$ cat src/sv/ksh_pkg.sv
// Shared types and constants for the Keccak sponge hash unit.
`timescale 1ns / 1ps
package ksh_pkg;
	localparam int STATE_BYTES = 200;
	localparam logic [7:0] LFSR_SEED = 8'hB8;
	localparam logic [7:0] LFSR_TAPS = 8'h71;
	localparam logic [7:0] PAD_END = 8'h80;

	localparam logic [1:0] CFG_RATE = 2'd0;
	localparam logic [1:0] CFG_DELIM = 2'd1;
	localparam logic [1:0] CFG_ROUNDS = 2'd2;
	localparam logic [1:0] CFG_OUTLEN = 2'd3;

	localparam logic [1:0] MODE_ABSORB = 2'd0;
	localparam logic [1:0] MODE_ABSORB_FIN = 2'd1;
	localparam logic [1:0] MODE_FINISH = 2'd2;
	localparam logic [1:0] MODE_UNUSED = 2'd3;

	typedef enum logic [3:0] {
		ST_IDLE,
		ST_ABS_PERM,
		ST_DELIM,
		ST_DELIM_PERM,
		ST_PAD,
		ST_PAD_PERM,
		ST_OUT,
		ST_OUT_PERM,
		ST_CLEAR
	} state_t;

	// Controller to datapath.
	typedef struct packed {
		logic       xor_en;     // xor xor_val at xor_idx
		logic [7:0] xor_idx;
		logic [7:0] xor_val;
		logic       perm_start; // start a permutation
		logic       clear;      // zero the state
	} dp_cmd_t;

	// Datapath to controller.
	typedef struct packed {
		logic       perm_busy;
	} dp_sts_t;

	// Rotation offsets, lane index x+5y.
	function automatic logic [5:0] rho_off(input int idx);
		logic [5:0] t [25];
		t = '{6'd0, 6'd1, 6'd62, 6'd28, 6'd27,
			6'd36, 6'd44, 6'd6, 6'd55, 6'd20,
			6'd3, 6'd10, 6'd43, 6'd25, 6'd39,
			6'd41, 6'd45, 6'd15, 6'd21, 6'd8,
			6'd18, 6'd2, 6'd61, 6'd56, 6'd14};
		return t[idx];
	endfunction

	function automatic logic [63:0] rotl(input logic [63:0] v, input logic [5:0] n);
		logic [127:0] d;
		d = {v, v} << n;
		return d[127:64];
	endfunction
endpackage

$ cat src/sv/ksh_ctrl.sv
// Sequencer for absorb, padding, squeeze and clear.
`timescale 1ns / 1ps
module ksh_ctrl #(
	parameter int MAX_OUTPUT_BYTES = 64,
	parameter int MAX_ROUNDS = 24
) (
	input  logic             clk,
	input  logic             arst_n,
	input  logic             cfg_we,
	input  logic [1:0]       cfg_idx,
	input  logic [7:0]       cfg_data,
	input  logic             in_valid,
	output logic             in_ready,
	input  logic [1:0]       in_mode,
	input  logic [7:0]       in_byte,
	output logic             out_valid,
	input  logic             out_ready,
	output logic [7:0]       out_byte,
	output logic             out_last,
	output ksh_pkg::dp_cmd_t cmd,
	input  ksh_pkg::dp_sts_t sts,
	output logic [4:0]       rounds,
	output logic [7:0]       rd_idx,
	input  logic [7:0]       rd_byte
);
	ksh_pkg::state_t state_q, state_d;
	logic [7:0] rate_q, delim_q, pos_q, pos_d, opos_q, opos_d;
	logic [4:0] rcount_q;
	logic [6:0] olen_q, ocnt_q, ocnt_d;
	logic [7:0] rate, pos_eff;
	logic [6:0] count;
	logic       obuf_v_q, obuf_v_d, obuf_l_q, obuf_l_d;
	logic [7:0] obuf_q, obuf_d;

	assign rate = (rate_q == 8'd0) ? 8'd1 :
		(rate_q > 8'(ksh_pkg::STATE_BYTES)) ? 8'(ksh_pkg::STATE_BYTES) : rate_q;
	assign pos_eff = (pos_q >= rate) ? 8'd0 : pos_q;
	assign rounds = (rcount_q > 5'(MAX_ROUNDS)) ? 5'(MAX_ROUNDS) : rcount_q;
	assign count = (olen_q == 7'd0) ? 7'd1 :
		(olen_q > 7'(MAX_OUTPUT_BYTES)) ? 7'(MAX_OUTPUT_BYTES) : olen_q;
	assign rd_idx = opos_q;

	always_ff @(posedge clk or negedge arst_n) begin
		if (!arst_n) begin
			rate_q <= 8'd72;
			delim_q <= 8'd1;
			rcount_q <= 5'd24;
			olen_q <= 7'd64;
		end else if (cfg_we) begin
			unique case (cfg_idx)
				ksh_pkg::CFG_RATE:   rate_q <= cfg_data;
				ksh_pkg::CFG_DELIM:  delim_q <= cfg_data;
				ksh_pkg::CFG_ROUNDS: rcount_q <= cfg_data[4:0];
				ksh_pkg::CFG_OUTLEN: olen_q <= cfg_data[6:0];
				default: ;
			endcase
		end
	end

	always_ff @(posedge clk or negedge arst_n) begin
		if (!arst_n) begin
			state_q <= ksh_pkg::ST_IDLE;
			pos_q <= '0;
			opos_q <= '0;
			ocnt_q <= '0;
			obuf_v_q <= 1'b0;
			obuf_l_q <= 1'b0;
			obuf_q <= '0;
		end else begin
			state_q <= state_d;
			pos_q <= pos_d;
			opos_q <= opos_d;
			ocnt_q <= ocnt_d;
			obuf_v_q <= obuf_v_d;
			obuf_l_q <= obuf_l_d;
			obuf_q <= obuf_d;
		end
	end

	always_comb begin
		state_d = state_q;
		pos_d = pos_q;
		opos_d = opos_q;
		ocnt_d = ocnt_q;
		obuf_v_d = obuf_v_q & ~out_ready;
		obuf_l_d = obuf_l_q;
		obuf_d = obuf_q;
		cmd = '0;
		in_ready = 1'b0;
		unique case (state_q)
			ksh_pkg::ST_IDLE: begin
				in_ready = 1'b1;
				if (in_valid && in_mode != ksh_pkg::MODE_UNUSED) begin
					pos_d = pos_eff;
					if (in_mode != ksh_pkg::MODE_FINISH) begin
						cmd.xor_en = 1'b1;
						cmd.xor_idx = pos_eff;
						cmd.xor_val = in_byte;
						pos_d = pos_eff + 8'd1;
						if (pos_eff + 8'd1 == rate) begin
							cmd.perm_start = 1'b1;
							pos_d = '0;
						end
					end
					if (in_mode == ksh_pkg::MODE_ABSORB)
						state_d = (pos_eff + 8'd1 == rate) ? ksh_pkg::ST_ABS_PERM
							: ksh_pkg::ST_IDLE;
					else
						state_d = ksh_pkg::ST_DELIM;
				end
			end
			ksh_pkg::ST_ABS_PERM:
				if (!sts.perm_busy) state_d = ksh_pkg::ST_IDLE;
			ksh_pkg::ST_DELIM: begin
				if (!sts.perm_busy) begin
					cmd.xor_en = 1'b1;
					cmd.xor_idx = pos_q;
					cmd.xor_val = delim_q;
					if (pos_q + 8'd1 == rate && delim_q[7])
						state_d = ksh_pkg::ST_DELIM_PERM;
					else
						state_d = ksh_pkg::ST_PAD;
				end
			end
			ksh_pkg::ST_DELIM_PERM: begin
				cmd.perm_start = 1'b1;
				state_d = ksh_pkg::ST_PAD;
			end
			ksh_pkg::ST_PAD: begin
				if (!sts.perm_busy) begin
					cmd.xor_en = 1'b1;
					cmd.xor_idx = rate - 8'd1;
					cmd.xor_val = ksh_pkg::PAD_END;
					state_d = ksh_pkg::ST_PAD_PERM;
				end
			end
			ksh_pkg::ST_PAD_PERM: begin
				cmd.perm_start = 1'b1;
				opos_d = '0;
				ocnt_d = '0;
				state_d = ksh_pkg::ST_OUT;
			end
			ksh_pkg::ST_OUT: begin
				if (!sts.perm_busy && (!obuf_v_q || out_ready)) begin
					obuf_v_d = 1'b1;
					obuf_d = rd_byte;
					obuf_l_d = (ocnt_q + 7'd1 == count);
					ocnt_d = ocnt_q + 7'd1;
					opos_d = opos_q + 8'd1;
					if (ocnt_q + 7'd1 == count)
						state_d = ksh_pkg::ST_CLEAR;
					else if (opos_q + 8'd1 == rate)
						state_d = ksh_pkg::ST_OUT_PERM;
				end
			end
			ksh_pkg::ST_OUT_PERM: begin
				cmd.perm_start = 1'b1;
				opos_d = '0;
				state_d = ksh_pkg::ST_OUT;
			end
			ksh_pkg::ST_CLEAR: begin
				cmd.clear = 1'b1;
				pos_d = '0;
				state_d = ksh_pkg::ST_IDLE;
			end
			default: state_d = ksh_pkg::ST_IDLE;
		endcase
	end

	assign out_valid = obuf_v_q;
	assign out_byte = obuf_q;
	assign out_last = obuf_l_q;
endmodule

$ cat config.mk
export PLATFORM = sky130hd
export DESIGN_NAME = ksh_ctrl
export DESIGN_NICKNAME = d
export VERILOG_FILES = /design/src/sv/ksh_pkg.sv /design/src/sv/ksh_ctrl.sv
export SDC_FILE = /design/constraint.sdc
export NUM_CORES = 1
export LEC_CHECK = 0
export ABC_AREA = 1
export BUFFER_PORTS_ARGS = -buffer_cell sky130_fd_sc_hd__buf_2
export CAP_MARGIN = 10
export CORE_UTILIZATION = 45
export CTS_BUF_LIST = sky130_fd_sc_hd__clkbuf_8
export CTS_CLUSTER_DIAMETER = 40
export DETAILED_ROUTE_END_ITERATION = 10
export GPL_TIMING_DRIVEN = 1
export PLACE_DENSITY = 0.69
export RECOVER_POWER = 50
export SKIP_CTS_REPAIR_TIMING = 1
export SYNTH_ARGS = -nofsm -noshare
export SYNTH_HDL_FRONTEND = slang
export SYNTH_SLANG_ARGS = --single-unit
$ cat constraint.sdc
create_clock -name clk -period 2.95 [get_ports clk]
set_input_delay 0.1475 -clock clk [delete_from_list [all_inputs] [get_ports clk]]
set_output_delay 0.1475 -clock clk [all_outputs]
set_load 0.02 [all_outputs]
==> summary.txt <==
Reg clk slew, reported paths -> 80 ps
die width -> 102.5 um
share of cells above drive strength 1 -> 0.2780
CTS tree -> built
post-route ant nets -> 0
Post-route DRC -> 0
core footprint -> 9774 um2
Post-Layout Cell Count -> 953
Synth cell types -> 35
final period demand of the worst path -> 3692 ps
Clock Power Share -> 0.150
All-Layer GR Usage -> 0.2623
Setup Skew -> 12.98 ps
Pwr Total -> 0.005579 W
initial DRC count -> 170
crit path DAT -> 3540 ps
post-layout worst setup margin -> -742.0 ps
sequential share of the synthesized area -> 0.3599
latest clock arrival within the worst-skew pair -> 350 ps
fmax -> 270.9 MHz
CTS H-tree lvls -> 3
Period Utilization, post-route -> 1.252
GRT overflow -> 0
WL final -> 13,460 um
vias in the first global route -> 4,355
CP required -> 2800 ps
power per cell area -> 929.0 nW/um2
Setup CP Type -> reg2out
Synth Net Count -> 718
Ys Warns -> 0
final setup fails -> 18
commonest non-fill, non-tap cell in the layout -> nand2_1
peak supply drop -> 0.3833 mV
hpwl dp -> 10,110 um
number of diodes -> 0
status -> finished, violations left
Slew @ Worst Pin -> 1610 ps
Root Buffer -> clkbuf_8
combinational share of power -> 0.595
IO Count -> 77
highest-count cells in the layout ignoring fill and taps -> 197 x nand2_1, 89 x inv_1, 72 x buf_2
Initial Utilization -> 0.4645
failing checks -> hold timing, capacitance limit, slew limit, setup timing
Worst Setup Start Kind -> register
fin. max-slew vios -> 66
crit end category -> primary output
WHS -> -1.082 ps
placed cells -> 918
Clock Path Buffers -> 2
Slew headroom -> -0.07355
routed vias/inst -> 5.070
Sw Ratio -> 0.4753
routed via count -> 4,832
Mapped Cells -> 671
Clock Sinks -> 65
cts bufs inserted -> 9
utilization after layout -> 0.6144
RSZ-0062 raised after global routing -> true
synthesized area per cell -> 6.767 um2
sw power -> 0.002652 W
first drt pass iteration count -> 6
max cap viols -> 1
Placer Congestion -> 0.9640
worst min path class -> in2reg
Flop pwr share -> 0.256
Synth-to-Final Area Change -> 32.27%
cell row count -> 36
# port buffers -> 76
synthesized area -> 4541 um2
routed len/inst -> 14.13 um
Die Height -> 102.5 um
nets -> 862
pin count of the biggest net entering global routing -> 66
final hold vios -> 2
global-route wire length before repair -> 21,000 um
Yosys reg bits -> 65
area of the die -> 10,500 um2
P_leak -> 3.167 nW
setup TNS -> -7429 ps
initial antenna violation count -> 0
Int Pwr -> 0.002928 W
CP Max Fanout -> 8
## synthesized netlist by cell type, drive strengths merged
cell | count | share of area
a31oi | 1 | 0.0014
o22ai | 15 | 0.021
mux2 | 1 | 0.0025
a21oi | 13 | 0.015
o21ai | 54 | 0.060
ha | 13 | 0.036
nor3 | 5 | 0.0055
clkbuf | 8 | 0.0066
dfstp | 6 | 0.035
nand2 | 222 | 0.19
xnor2 | 6 | 0.012
buf | 5 | 0.0052
xor2 | 23 | 0.046
o21a | 2 | 0.0033
dfrtp | 59 | 0.33
nor2 | 65 | 0.059
inv | 95 | 0.079
o211ai | 2 | 0.0033
clkinv | 3 | 0.0025
or2 | 1 | 0.0014
a22oi | 1 | 0.0017
nand3 | 63 | 0.074
o31ai | 3 | 0.0050
nand4 | 5 | 0.0069
## worst paths after layout
path,start,end,slack [ps],depth (start not counted)
worst min-delay path,rd_byte[5],out_byte[5],-1,3
worst min register to register,out_byte[0],out_byte[0],470,2
min in group asynchronous,arst_n,ocnt_q[1],280,2
max in group asynchronous,arst_n,pos_q[2],1710,2
worst max-delay path,rate_q[6],cmd[1],-740,22
worst max register to register,rate_q[6],pos_q[6],-710,28
## registers in the layout, summed over array words and instances, names as in the netlist
signal / flops
delim_q: 8
olen_q: 7
rd_idx: 8
pos_q: 8
out_byte: 8
ocnt_q: 7
out_valid: 1
state_q: 4
out_last: 1
rate_q: 8
rcount_q: 5
## cells by family (layout without fill, tap and decap cells)
family,count (synthesis),in the layout,synth area share
simple gates,361,361,0.3414
flops,65,65,0.3599
mux,1,1,0.002480
buf+inv,111,260,0.09286
fa+ha+maj,13,13,0.03582
compound gates,91,91,0.1099
xor+xnor,29,29,0.05759
## cell type report
| class | count | area (um2) |
|---|---|---|
| fill | 946 | 3769 |
| multi-input combinational | 495 | 2691 |
| sequential | 65 | 1634 |
| timing repair buffer | 146 | 932.1 |
| inverter | 98 | 370.4 |
| tap | 133 | 166.4 |
| clock buffer | 10 | 137.6 |
| clock inverter | 6 | 73.82 |
## metal layers
| metal | global-route usage | vias to the layer above | wire, um | part of all wire |
|---|---|---|---|---|
| met5 | 0 | - | 0 | 0 |
| met4 | 0.1022 | 0 | 369 | 0.027 |
| met3 | 0.04172 | 31 | 551 | 0.041 |
| met2 | 0.4405 | 123 | 6589 | 0.49 |
| met1 | 0.3376 | 2255 | 5954 | 0.44 |
| li1 | - | 2423 | - | - |
## per-stage QoR
stage	worst slack, ps	instance area [um2]
floorplan	-175.8	4642
global placement	-248.6	5512
detailed placement	-382.3	5512
CTS	-799.0	5723
global route	-909.0	6006
finish	-742.0	6006
## critical path, cell delays in order (launching register included)
cell     delay [ps]
dfstp_2         550
nand2_4          70
nor2_2          130
nand2_2          70
nand2_4         150
buf_6           120
nand2_2          70
ha_4            270
nand2_1          60
a21oi_2         210
nor2_4           60
nand2_4         100
nor2_4           60
ha_4            270
nand3_2          80
nand2_1          60
nand2_1          40
nor2_1          130
nand3_2         110
nor2_4          140
nand3_4         150
o21ai_4         160
buf_6           130
## power groups by stage
stage / sequential (W) / combinational (W) / clock (W)
global placement: 0.00142 / 0.00300 / 0
detailed placement: 0.00143 / 0.00305 / 0
floorplan: 0.00153 / 0.00189 / 0
finish: 0.00143 / 0.00332 / 0.000835
CTS: 0.00142 / 0.00306 / 0.000852
global route: 0.00146 / 0.00367 / 0.000881
No activity file was read; power rests on OpenSTA's default activity.
